[src/sv/ordered_list_engine_defines.svh]
// ----------------------------------------------------------------------------
// ordered list engine assertion macros
// concurrent checks on clk_i with rst_ni low holding them off
// ----------------------------------------------------------------------------
`ifndef ORDERED_LIST_ENGINE_DEFINES_SVH
`define ORDERED_LIST_ENGINE_DEFINES_SVH

`ifndef SYNTHESIS
// property that must hold at every edge
`define OLE_ASSERT(lbl, prop) \
  lbl: assert property (@(posedge clk_i) disable iff (!rst_ni) (prop)) \
    else $error("ordered list engine check failed");
// consequence in the cycle after the antecedent
`define OLE_ASSERT_NEXT(lbl, ante, cons) \
  lbl: assert property (@(posedge clk_i) disable iff (!rst_ni) (ante) |=> (cons)) \
    else $error("ordered list engine check failed");
`else
`define OLE_ASSERT(lbl, prop)
`define OLE_ASSERT_NEXT(lbl, ante, cons)
`endif

`endif

[src/sv/olist_pkg.sv]
`timescale 1ns / 1ps
// ----------------------------------------------------------------------------
// olist_pkg
// shared sizes, request codes and control structs of the ordered list engine
// ----------------------------------------------------------------------------
package olist_pkg;

  // list sizing
  localparam int unsigned CAPACITY = 16;
  localparam int unsigned CNT_W    = $clog2(CAPACITY + 1);
  localparam int unsigned IDX_W    = $clog2(CAPACITY);
  localparam int unsigned DATA_W   = 32;
  localparam int unsigned POS_W    = 8;
  localparam int unsigned WIDE_W   = (CNT_W > POS_W) ? CNT_W : POS_W;

  // result field widths
  localparam int unsigned MIDX_W   = 4;
  localparam int unsigned MCNT_W   = 5;

  // request codes
  typedef enum logic [2:0] {
    REQ_PUSH_FRONT = 3'd0,
    REQ_POP_FRONT  = 3'd1,
    REQ_PUSH_BACK  = 3'd2,
    REQ_POP_BACK   = 3'd3,
    REQ_INSERT     = 3'd4,
    REQ_REMOVE     = 3'd5,
    REQ_REVERSE    = 3'd6,
    REQ_FIND       = 3'd7
  } req_e;

  // per-cell update kind
  typedef enum logic [1:0] {
    CELL_HOLD,
    CELL_INSERT,
    CELL_REMOVE
  } cell_op_e;

  // top level sequencer
  typedef enum logic {
    ST_IDLE,
    ST_APPLY
  } state_e;

  // broadcast to every cell
  typedef struct packed {
    cell_op_e                  op;
    logic [IDX_W-1:0]          pos;
    logic signed [DATA_W-1:0]  value;
  } cell_ctrl_t;

  // captured request
  typedef struct packed {
    req_e                      kind;
    logic signed [DATA_W-1:0]  value;
    logic [POS_W-1:0]          pos;
  } req_t;

  // result of one request
  typedef struct packed {
    logic                      found;
    logic [MIDX_W-1:0]         index;
    logic [MCNT_W-1:0]         count;
    logic                      rejected;
  } res_t;

  // list bookkeeping update
  typedef struct packed {
    logic [CNT_W-1:0]          count;
    logic                      rev;
  } upd_t;

endpackage

[src/sv/olist_cell.sv]
`timescale 1ns / 1ps
// ----------------------------------------------------------------------------
// olist_cell
// one storage cell: holds a value, shifts to or from its neighbors, compares
// ----------------------------------------------------------------------------
module olist_cell (
  input  logic                                  clk_i,
  input  logic                                  rst_ni,
  input  logic [olist_pkg::IDX_W-1:0]           idx_i,
  input  logic [olist_pkg::CNT_W-1:0]           count_i,
  input  olist_pkg::cell_ctrl_t                 ctrl_i,
  input  logic                                  cmp_en_i,
  input  logic signed [olist_pkg::DATA_W-1:0]   cmp_val_i,
  input  logic signed [olist_pkg::DATA_W-1:0]   lower_i,
  input  logic signed [olist_pkg::DATA_W-1:0]   upper_i,
  output logic signed [olist_pkg::DATA_W-1:0]   value_o,
  output logic                                  match_o
);

  logic signed [olist_pkg::DATA_W-1:0] value_q, value_d;
  logic                                match_q, match_d;
  logic                                occupied;

  // cell holds a live entry
  assign occupied = olist_pkg::CNT_W'(idx_i) < count_i;

  // shift or load
  always_comb begin
    value_d = value_q;
    case (ctrl_i.op)
      olist_pkg::CELL_INSERT: begin
        if (idx_i > ctrl_i.pos) begin
          value_d = lower_i;
        end else if (idx_i == ctrl_i.pos) begin
          value_d = ctrl_i.value;
        end
      end
      olist_pkg::CELL_REMOVE: begin
        if (idx_i >= ctrl_i.pos) begin
          value_d = upper_i;
        end
      end
      default: value_d = value_q;
    endcase
  end

  // compare against the incoming request value
  assign match_d = cmp_en_i ? (occupied && (value_q == cmp_val_i)) : match_q;

  always_ff @(posedge clk_i) begin
    value_q <= value_d;
  end

  always_ff @(posedge clk_i or negedge rst_ni) begin
    if (!rst_ni) begin
      match_q <= 1'b0;
    end else begin
      match_q <= match_d;
    end
  end

  assign value_o = value_q;
  assign match_o = match_q;

endmodule

[src/sv/olist_ctrl.sv]
`timescale 1ns / 1ps
// ----------------------------------------------------------------------------
// olist_ctrl
// maps a logical request onto the physical cell row and builds the result
// ----------------------------------------------------------------------------
module olist_ctrl (
  input  olist_pkg::req_t                       req_i,
  input  logic [olist_pkg::CNT_W-1:0]           count_i,
  input  logic                                  rev_i,
  input  logic [olist_pkg::CAPACITY-1:0]        match_i,
  output olist_pkg::cell_ctrl_t                 ctrl_o,
  output olist_pkg::upd_t                       upd_o,
  output olist_pkg::res_t                       res_o
);

  localparam int unsigned CW = olist_pkg::CNT_W;
  localparam int unsigned WW = olist_pkg::WIDE_W;
  localparam int unsigned IW = olist_pkg::IDX_W;

  logic          full;
  logic          pos_in_list;
  logic [CW-1:0] pos_clamp;
  logic [CW-1:0] ins_lp;
  logic [CW-1:0] rem_lp;
  logic [CW-1:0] ins_q;
  logic [CW-1:0] rem_q;
  logic          hit;
  logic [IW-1:0] hit_idx;
  logic [CW-1:0] find_idx;

  // list occupancy checks
  assign full        = count_i >= CW'(olist_pkg::CAPACITY);
  assign pos_in_list = WW'(req_i.pos) < WW'(count_i);
  assign pos_clamp   = pos_in_list ? CW'(req_i.pos) : count_i;

  // logical position of an insert or remove
  always_comb begin
    ins_lp = '0;
    rem_lp = '0;
    case (req_i.kind)
      olist_pkg::REQ_PUSH_BACK: ins_lp = count_i;
      olist_pkg::REQ_INSERT:    ins_lp = pos_clamp;
      olist_pkg::REQ_POP_BACK:  rem_lp = count_i - CW'(1);
      olist_pkg::REQ_REMOVE:    rem_lp = pos_clamp;
      default: begin
        ins_lp = '0;
        rem_lp = '0;
      end
    endcase
  end

  // physical position, mirrored while the row reads backwards
  assign ins_q = rev_i ? (count_i - ins_lp) : ins_lp;
  assign rem_q = rev_i ? (count_i - CW'(1) - rem_lp) : rem_lp;

  // first match in logical order
  always_comb begin
    hit     = 1'b0;
    hit_idx = '0;
    for (int i = 0; i < olist_pkg::CAPACITY; i++) begin
      if (match_i[i] && (rev_i || !hit)) begin
        hit_idx = IW'(i);
      end
      if (match_i[i]) begin
        hit = 1'b1;
      end
    end
  end

  assign find_idx = rev_i ? (count_i - CW'(1) - CW'(hit_idx)) : CW'(hit_idx);

  // request decode
  always_comb begin
    ctrl_o.op    = olist_pkg::CELL_HOLD;
    ctrl_o.pos   = '0;
    ctrl_o.value = req_i.value;
    upd_o.count  = count_i;
    upd_o.rev    = rev_i;
    res_o.found    = 1'b0;
    res_o.index    = '0;
    res_o.rejected = 1'b0;
    unique case (req_i.kind) inside
      olist_pkg::REQ_PUSH_FRONT,
      olist_pkg::REQ_PUSH_BACK,
      olist_pkg::REQ_INSERT: begin
        if (full) begin
          res_o.rejected = 1'b1;
        end else begin
          ctrl_o.op   = olist_pkg::CELL_INSERT;
          ctrl_o.pos  = IW'(ins_q);
          upd_o.count = count_i + CW'(1);
        end
      end
      olist_pkg::REQ_POP_FRONT,
      olist_pkg::REQ_POP_BACK: begin
        if (count_i != '0) begin
          ctrl_o.op   = olist_pkg::CELL_REMOVE;
          ctrl_o.pos  = IW'(rem_q);
          upd_o.count = count_i - CW'(1);
        end
      end
      olist_pkg::REQ_REMOVE: begin
        if (pos_in_list) begin
          ctrl_o.op   = olist_pkg::CELL_REMOVE;
          ctrl_o.pos  = IW'(rem_q);
          upd_o.count = count_i - CW'(1);
        end
      end
      olist_pkg::REQ_REVERSE: begin
        upd_o.rev = !rev_i;
      end
      olist_pkg::REQ_FIND: begin
        if (hit) begin
          res_o.found = 1'b1;
          res_o.index = olist_pkg::MIDX_W'(find_idx);
        end
      end
      default: begin
        upd_o.count = count_i;
      end
    endcase
    res_o.count = olist_pkg::MCNT_W'(upd_o.count);
  end

endmodule

[src/sv/ordered_list_engine.sv]
`timescale 1ns / 1ps
// ----------------------------------------------------------------------------
// ordered_list_engine
// ordered list of signed words kept in a row of shifting compare cells
// ----------------------------------------------------------------------------
//  channel  | direction | tdata (lsb first)                   | tuser
//  s_axis   | in        | item_value[31:0] slot_position[39:32] | req_type[2:0]
//  m_axis   | out       | match_found[0] match_index[4:1]       | -
//           |           | entry_count[9:5] push_rejected[10]    |
//
// on accepting a request every cell compares its word with item_value, and
// once the apply state goes ahead, the row shifts and the result loads
// into the output register. reverse flips a direction bit instead of moving
// data. a new request is taken while a result waits; the apply cycle stalls
// only while the output register is still full. reset empties the list.
// ----------------------------------------------------------------------------
`include "ordered_list_engine_defines.svh"

module ordered_list_engine (
  input  logic        clk_i,
  input  logic        rst_ni,
  input  logic        s_axis_tvalid,
  output logic        s_axis_tready,
  input  logic [39:0] s_axis_tdata,   // item_value, slot_position
  input  logic [2:0]  s_axis_tuser,   // req_type
  output logic        m_axis_tvalid,
  input  logic        m_axis_tready,
  output logic [15:0] m_axis_tdata    // match_found, match_index, entry_count,
                                      // push_rejected
);

  localparam int unsigned N  = olist_pkg::CAPACITY;
  localparam int unsigned DW = olist_pkg::DATA_W;

  olist_pkg::state_e     state_q, state_d;
  olist_pkg::req_t       req_q, req_d;
  logic [olist_pkg::CNT_W-1:0] count_q, count_d;
  logic                  rev_q, rev_d;
  logic                  out_valid_q, out_valid_d;
  olist_pkg::res_t       res_q, res_d;

  logic                  in_fire;
  logic                  apply;
  olist_pkg::cell_ctrl_t dec_ctrl;
  olist_pkg::cell_ctrl_t cell_ctrl;
  olist_pkg::upd_t       upd;
  olist_pkg::res_t       res_new;

  logic signed [DW-1:0]  cell_val [N];
  logic [N-1:0]          match;

  // sequencer
  always_comb begin
    state_d       = state_q;
    s_axis_tready = 1'b0;
    apply         = 1'b0;
    unique case (state_q)
      olist_pkg::ST_IDLE: begin
        s_axis_tready = 1'b1;
        if (s_axis_tvalid) begin
          state_d = olist_pkg::ST_APPLY;
        end
      end
      olist_pkg::ST_APPLY: begin
        if (!out_valid_q || m_axis_tready) begin
          apply   = 1'b1;
          state_d = olist_pkg::ST_IDLE;
        end
      end
      default: state_d = olist_pkg::ST_IDLE;
    endcase
  end

  assign in_fire = s_axis_tvalid && s_axis_tready;

  // request capture
  always_comb begin
    req_d = req_q;
    if (in_fire) begin
      req_d.kind  = olist_pkg::req_e'(s_axis_tuser);
      req_d.value = s_axis_tdata[31:0];
      req_d.pos   = s_axis_tdata[39:32];
    end
  end

  // request decode
  olist_ctrl u_ctrl (
    .req_i   (req_q),
    .count_i (count_q),
    .rev_i   (rev_q),
    .match_i (match),
    .ctrl_o  (dec_ctrl),
    .upd_o   (upd),
    .res_o   (res_new)
  );

  // cells only move on the apply cycle
  always_comb begin
    cell_ctrl = dec_ctrl;
    if (!apply) begin
      cell_ctrl.op = olist_pkg::CELL_HOLD;
    end
  end

  // row of cells
  for (genvar i = 0; i < N; i++) begin : g_cell
    logic signed [DW-1:0] lower;
    logic signed [DW-1:0] upper;
    if (i == 0) begin : g_first
      assign lower = req_q.value;
    end else begin : g_mid_lo
      assign lower = cell_val[i-1];
    end
    if (i == N - 1) begin : g_last
      assign upper = cell_val[i];
    end else begin : g_mid_hi
      assign upper = cell_val[i+1];
    end
    olist_cell u_cell (
      .clk_i     (clk_i),
      .rst_ni    (rst_ni),
      .idx_i     (olist_pkg::IDX_W'(i)),
      .count_i   (count_q),
      .ctrl_i    (cell_ctrl),
      .cmp_en_i  (in_fire),
      .cmp_val_i (s_axis_tdata[31:0]),
      .lower_i   (lower),
      .upper_i   (upper),
      .value_o   (cell_val[i]),
      .match_o   (match[i])
    );
  end

  // list bookkeeping and output register
  always_comb begin
    count_d     = count_q;
    rev_d       = rev_q;
    res_d       = res_q;
    out_valid_d = out_valid_q;
    if (m_axis_tready) begin
      out_valid_d = 1'b0;
    end
    if (apply) begin
      count_d     = upd.count;
      rev_d       = upd.rev;
      res_d       = res_new;
      out_valid_d = 1'b1;
    end
  end

  always_ff @(posedge clk_i or negedge rst_ni) begin
    if (!rst_ni) begin
      state_q     <= olist_pkg::ST_IDLE;
      count_q     <= '0;
      rev_q       <= 1'b0;
      out_valid_q <= 1'b0;
    end else begin
      state_q     <= state_d;
      count_q     <= count_d;
      rev_q       <= rev_d;
      out_valid_q <= out_valid_d;
    end
  end

  always_ff @(posedge clk_i) begin
    req_q <= req_d;
    res_q <= res_d;
  end

  assign m_axis_tvalid = out_valid_q;
  assign m_axis_tdata  = {5'b0, res_q.rejected, res_q.count, res_q.index, res_q.found};

  // checks
  `OLE_ASSERT(a_count_bound, count_q <= olist_pkg::CNT_W'(olist_pkg::CAPACITY))
  `OLE_ASSERT_NEXT(a_accept_to_apply, in_fire, state_q == olist_pkg::ST_APPLY)
  `OLE_ASSERT(a_reject_full, !(out_valid_q && res_q.rejected) || (count_q == olist_pkg::CNT_W'(N)))
  `OLE_ASSERT(a_found_nonempty, !(out_valid_q && res_q.found) || (count_q != '0))

endmodule

[config.mk]
export PLATFORM = sky130hd
export DESIGN_NAME = ordered_list_engine
export DESIGN_NICKNAME = d
export VERILOG_FILES = /design/src/sv/olist_pkg.sv /design/src/sv/olist_cell.sv /design/src/sv/olist_ctrl.sv /design/src/sv/ordered_list_engine.sv
export VERILOG_INCLUDE_DIRS = /design/src /design/src/sv
export SDC_FILE = /design/constraint.sdc
export NUM_CORES = 2
export LEC_CHECK = 0
export BUFFER_PORTS_ARGS = -buffer_cell sky130_fd_sc_hd__buf_4
export CORE_UTILIZATION = 30
export CTS_CLUSTER_SIZE = 28
export DETAILED_ROUTE_END_ITERATION = 12
export PLACE_DENSITY_LB_ADDON = 0.25
export REMOVE_ABC_BUFFERS = 1
export SYNTH_ARGS = -nofsm -noshare
export SYNTH_HDL_FRONTEND = slang
export SYNTH_SLANG_ARGS = --single-unit
[constraint.sdc]
create_clock -name clk_i -period 8.56 [get_ports clk_i]
set_clock_uncertainty 0.05 [all_clocks]
set_input_delay 0.428 -clock clk_i [delete_from_list [all_inputs] [get_ports clk_i]]
set_output_delay 0.428 -clock clk_i [all_outputs]
set_load 0.02 [all_outputs]
Yosys cells after proc, flatten, opt, wreduce, memory -nomap -nowiden

Index checks and enable logic that the tools add are counted.

Register bits: 590
Bits of input ports: 47

Add/subtract/negate cells: 5
Bitwise logic cells: 1
Equality and inequality tests: 70
Reduce and logical (&&, ||, !) cells: 91
Order comparisons: 49
Multiplexer cells: 118

Operators by type and width:

| cell                                                              | number |
|---|---|
| two-way mux 32 bit                                                | 47 |
| one-hot mux 32 bit (2 select lines)                               | 15 |
| == test 32 bit                                                    | 16 |
| two-way mux 4 bit                                                 | 18 |
| != test 3 x 1 -> 1 bit (second input constant)                    | 15 |
| AND reduction 3 bit                                               | 15 |
| < comparator 4 x 5 -> 1 bit (first input constant)                | 8 |
| == test 4 bit (first input constant)                              | 8 |
| greater-than comparator 4 bit (first input constant)              | 8 |
| logical AND 1 bit                                                 | 32 |
| != test 2 x 1 -> 1 bit (second input constant)                    | 15 |
| greater-or-equal comparator 4 bit (first input constant)          | 7 |
| two-way mux 1 bit                                                 | 25 |
| two-way mux 5 bit                                                 | 5 |
| < comparator 3 x 5 -> 1 bit (first input constant)                | 4 |
| one-hot mux 6 bit (3 select lines)                                | 1 |
| zero test 1 bit                                                   | 17 |
| == test 3 x 4 -> 1 bit (first input constant)                     | 4 |
| greater-or-equal comparator 3 x 4 -> 1 bit (first input constant) | 4 |
| greater-than comparator 3 x 4 -> 1 bit (first input constant)     | 4 |
| logical OR 1 bit                                                  | 16 |
| one-hot mux 4 bit (2 select lines)                                | 2 |
| one-hot mux 5 bit (3 select lines)                                | 1 |
| == test 3 bit (second input constant)                             | 4 |
| 28 further kinds                                                  | 43 |

Longest topological paths before layout

Word-level depth: 22
Depth in mapped cells: 23
Mapped depth without buffers: 17

Hierarchy

A second synthesis with hierarchy kept.

Cell total of the unflattened synthesis: 5,727
Area total of the unflattened synthesis: 51,809.7 um^2

By module, submodules not included:

| module              | seq. area each (um^2) | instances | cells an instance | area each (um^2) |
|---|---|---|---|---|
| olist_cell          | 985.9                 | 16        | 335               | 2,996.6 |
| ordered_list_engine | 1,821.7               | 1         | 84                | 2,024.4 |
| olist_ctrl          | 0.0                   | 1         | 283               | 1,839.3 |

Worst setup path after synthesis

Ideal clock, no wire load.

Path kind: reg-to-reg
Start point: register count_q[2] in the netlist's numbering
End point: register g_cell[8].u_cell.value_q, in the netlist g_cell[8].u_cell.value_o[0] (enable)
Clock period less this slack: 6,944 ps
Library setup time: 470 ps
Cell stages (with the launch flop): 19
Path slack: 1,616 ps
Required time: 8,040 ps
Path buffers: 4
Data arrival time: 6,424 ps
Path through: dfrtp_1 -> clkbuf_1 -> clkinv_1 -> ha_1 -> o211ai_1 -> o211a_1 -> clkbuf_1 -> nor2_1 -> nor2_1 -> a22o_1 -> ha_1 -> fa_1 -> xnor2_1 -> o221ai_1 -> o22a_1 -> nand2_2 -> buf_2 -> clkbuf_1 -> o31ai_1

Cells in the longest elaborated chain, start to end: 10
Elaborated cells on any way between the ends: 25

Ends and longest elaborated chain:

| item                                                                              | RTL line                           | source |
|---|---|---|
| start: declaration                                                                | ordered_list_engine.sv:37          | `logic [olist_pkg::CNT_W-1:0] count_q, count_d;` |
| start signal: assignment                                                          | ordered_list_engine.sv:159         | `count_q <= count_d;` |
| < comparator 8 x 5 -> 1 bit                                                       | olist_ctrl.sv:33                   | `assign pos_in_list = WW'(req_i.pos) < WW'(count_i);` |
| two-way mux 4 bit                                                                 | olist_ctrl.sv:34                   | `assign pos_clamp = pos_in_list ? CW'(req_i.pos) : count_i;` |
| one-hot mux 4 bit (2 select lines)                                                | olist_ctrl.sv:40                   | `case (req_i.kind)` |
| subtractor 4 bit, on equally long branches                                        | olist_ctrl.sv:54, olist_ctrl.sv:53 |  |
| two-way mux 4 bit, on equally long branches                                       | olist_ctrl.sv:54, olist_ctrl.sv:53 |  |
| two-way mux 6 bit, or another cell as far along                                   | olist_ctrl.sv:103                  | `if (pos_in_list) begin` |
| one-hot mux 6 bit (3 select lines) (*)                                            | olist_ctrl.sv:82                   | `unique case (req_i.kind) inside` |
| greater-than comparator 4 bit, or another cell as far along                       | olist_cell.sv:32                   | `if (idx_i > ctrl_i.pos) begin` |
| != test 3 x 1 -> 1 bit (no line) / != test 2 x 1 -> 1 bit (equally long branches) | n/a                                |  |
| AND reduction 3 bit (no line) (*)                                                 | n/a                                |  |
| end signal: assignment                                                            | olist_cell.sv:51                   | `value_q <= value_d;` |
| end: declaration                                                                  | olist_cell.sv:20                   | `logic signed [olist_pkg::DATA_W-1:0] value_q, value_d;` |

Every way passes the cells marked *; elsewhere a longest branch is shown, timed or not.
A chain may end at the register's enable or synchronous reset.

Worst setup path after layout

Start point: register count_q[2] in the netlist's numbering
End point: register g_cell[14].u_cell.value_q, in the netlist g_cell[14].u_cell.value_o[5] (enable)

Cells in the longest elaborated chain, start to end: 10
Elaborated cells on any way between the ends: 25

Ends and longest elaborated chain:

| item                                                                              | RTL line |
|---|---|
| < comparator 8 x 5 -> 1 bit                                                       | olist_ctrl.sv:33 |
| two-way mux 4 bit                                                                 | olist_ctrl.sv:34 |
| one-hot mux 4 bit (2 select lines)                                                | olist_ctrl.sv:40 |
| subtractor 4 bit, on equally long branches                                        | olist_ctrl.sv:54, olist_ctrl.sv:53 |
| two-way mux 4 bit, on equally long branches                                       | olist_ctrl.sv:54, olist_ctrl.sv:53 |
| two-way mux 6 bit, or another cell as far along                                   | olist_ctrl.sv:103 |
| one-hot mux 6 bit (3 select lines) (*)                                            | olist_ctrl.sv:82 |
| greater-than comparator 4 bit, or another cell as far along                       | olist_cell.sv:32 |
| != test 3 x 1 -> 1 bit (no line) / != test 2 x 1 -> 1 bit (equally long branches) | n/a |
| AND reduction 3 bit (no line) (*)                                                 | n/a |
| end signal: assignment                                                            | olist_cell.sv:51 |
| end: declaration                                                                  | olist_cell.sv:20 |

Marked as above.

==> flow_metrics.tcl <==
set metrics [dict create \
    hold_class "input port to flop" \
    wl_mm 183 \
    io_pins 65 \
    yosysTopAreaCell "edfxtp_1" \
    synth_area_leaders "edfxtp_1 45%, xor2_1 6.3%, xnor2_1 5.9%" \
    synth.most_common_cell "edfxtp_1" \
    antenna_found_initial 9 \
    synth_ff_type "edfxtp_1" \
    root_buffer "clkbuf_16" \
    powerDensity_mw_per_mm2 467 \
    num-nets-final 3502 \
    grt_overflow 0 \
    cts_setup_buffers 0 \
    tightest_slew_ps 1580 \
    grt_pass1_vias 29747 \
    numCtsBuffers 74 \
    grt_pass1_wl_mm 251 \
    final.setup.tns_ps 0 \
    slew-limit-headroom_pct -6.05 \
    start_util_pct 30.2 \
    vias 32006 \
    track_usage_pct 28.3 \
    yosysSeqAreaShare_pct 47.1 \
    post-route-period-util_pct 80.3 \
    dieArea_mm2 0.126 \
    period_needed_ps 6870 \
    status "complete, but fails checks" \
    cpMaxStageDelayCell "dfrtp_1" \
    gp_congestion 1.04 \
    area.growth.synth_to_final_pct 12.2 \
    cap_violations 1 \
    synth_top_area_share_pct 45.5 \
    worstPathMaxFanout 20 \
    syn_avg_cell_area_um2 10.5 \
    syn_inst 3545 \
    grt_start_max_net_pins 251 \
    drive_gt1_share_pct 9.37 \
    cts_max_path_buffers 3 \
    n_fill_cell 12557 \
    timing.final.max_slew_violations 2 \
    ant_nets 0 \
    whs_ps 136 \
    cts_tree "built" \
    max_freq_ghz 0.145 \
    viasPerCell 6.24 \
    post_drt_wl_per_cell_um 35.7 \
    dr.first_iter.drc_count 5445 \
    dieHeight_um 355 \
    worstSkewPairLatency_ps 660 \
    dp.final_hpwl_mm 127 \
    holdBufCountCts 14 \
    ys_ff_latch 590 \
    synth-edff-count 566 \
    grt_setup_unrepaired "no" \
    netlist_area_mm2 0.0374 \
    hold_violations 0 \
    critical-path-max-stage-delay_ps 810 \
    violations "design-rule violations, max-capacitance violations, max-slew violations" \
    arrival_ps 7150 \
    required_ps 8840 \
    coreArea_mm2 0.124 \
    crit_chain "clkinv_1 -> ha_1 -> o211ai_1 -> o211a_1 -> nor2_1 -> nor2_1 -> a22o_1 -> ha_1 -> fa_1 -> xnor2_1 -> o221ai_1 -> o22ai_1 -> buf_4 -> nor2_4 -> buf_4 -> nor2_1 -> o21ai_4 -> buf_12" \
    yosys-top-cells-count "566 x edfxtp_1, 314 x nand2_1, 269 x xor2_1" \
    die_x_um 355 \
    ir_drop_v 0.000348 \
    cts_resized 0 \
    fin_ws_ps 1690 \
    crit_path_end_kind "flop" \
    cts_sinks 590 \
    rows 129 \
    critical_path_class "flop to flop" \
    dr.pass1.iters 12 \
    power_mw 19.6 \
    synth.yosys.warnings 0 \
    dpl_worst_slack_ps 1910 \
    synth_cell_type_count 80 \
    startpoint_type "flop" \
    path_clk_slew_ps 60 \
    crit_top_cell "nor2_1" \
    p_leak_nw 13.6 \
    drc 4 \
    htree_levels 3 \
    finalSetupViolCount 0 \
    port_buffers 59 \
    synth-async-reset-ratio_pct 4.07 \
]
[registers in the layout, summed over array words and instances, names as in the netlist]
register,cells
m_axis_tvalid,1
state_q,1
g_cell.u_cell.value_o,512
req_q,11
g_cell.u_cell.match_o,16
rev_q,1
m_axis_tdata,11
g_cell.lower,32
count_q,5
[path summary, 6_finish.rpt]
path / start / to / slack [ps] / cells past startpoint
max in group asynchronous: rst_ni / g_cell[2].u_cell.match_o / 7990 / 2
max reg2reg: count_q[2] / g_cell[14].u_cell.value_o[5] / 1690 / 18
min: s_axis_tdata[14] / g_cell[0].lower[14] / 140 / 1
max: count_q[2] / g_cell[14].u_cell.value_o[5] / 1690 / 18
min in group asynchronous: rst_ni / count_q[2] / 180 / 2
min reg2reg: m_axis_tvalid / m_axis_tvalid / 460 / 2
[worst max-delay path: cells and delay by family (launching register included)]
kind            cells  cell delay [ps]
flops               1              810
simple gates        4             1160
compound gates      6             1810
buf+inv             4             1430
fa+ha+maj           3             1070
xor+xnor            1              150
[final cells by class]
cell class                 instances  area [µm²]  share of cell area [%]
tap                             1637        2050                    4.88
clock inverter                    26         236                   0.564
clock buffer                     105        2050                    4.89
multi-input combinational       2519       18300                    43.6
sequential                       590       17600                    41.9
antenna                            3        7.51                  0.0179
inverter                          93         350                   0.835
timing repair buffer             156        1360                    3.23
[layer usage]
metal	wire length [µm]	share of wire, %	global-route usage [%]
met1	73300	40	38.1
met3	20500	11	6.57
met5	46	0.025	0
met4	12100	6.6	16.6
met2	77200	42	41.2
[cell families after synthesis]
group | synth area share (%)
other | 0.0100
buffers and inverters | 4.87
adders and majority gates | 0.763
DFF | 47.1
and+or+nand+nor | 16.2
AOI/OAI and AO/OA | 16.9
muxes | 1.94
xor gates and xnor gates | 12.2
[stage by stage]
step | util (%) | cells | cell area [µm²]
floorplan | - | 3202 | 35900
global placement | 32.0 | 4981 | 39500
detailed placement | 32.0 | 4981 | 39500
CTS | 33.9 | 5126 | 41900
global route | 33.9 | 5126 | 41900
finish | 33.9 | 5129 | 42000
[power breakdown]
group          internal (mW)  leakage [nW]  switching, mW
sequential              5.24          5.58           1.26
clock                   1.76          1.12           1.37
combinational           3.02          6.94           6.94
[placed cells by master (no fill, tap or decap), types with 7 or more instances in the layout]
cell type      Yosys  layout
clkinv_2           0      10
nand3_1           54      52
nand4_1           73      73
o311ai_1          52      52
a221o_1          161     161
nor4_1            83      82
nor3_1            89      88
o21ai_0           83      81
a22o_1             8       7
o311ai_0          13      13
a21oi_1           64      55
dlygate4sd3_1      0      14
o211ai_1         166     166
nand2b_1          67      67
nor2_1            36      33
a31oi_1           41      39
ha_1              18      16
dfrtp_1           24      24
xor2_1           269     269
buf_4             17     130
o21ai_1           46      44
mux2_2            29      29
nor2b_1          134     134
a211oi_1          41      41
edfxtp_1         566     566
clkbuf_16          0      75
nand4b_1          95      95
nand2_1          314     310
a22oi_1           99      99
nor2_4             1       8
nor4b_1           33      33
clkinv_1           2       9
nand3b_1          66      66
buf_12             0      12
clkbuf_1         240      24
xnor2_1          251     251
inv_1             91      89
a21oi_4            1      11
mux2i_1           33      33
Note: power is estimated with default switching activity, not from simulation.
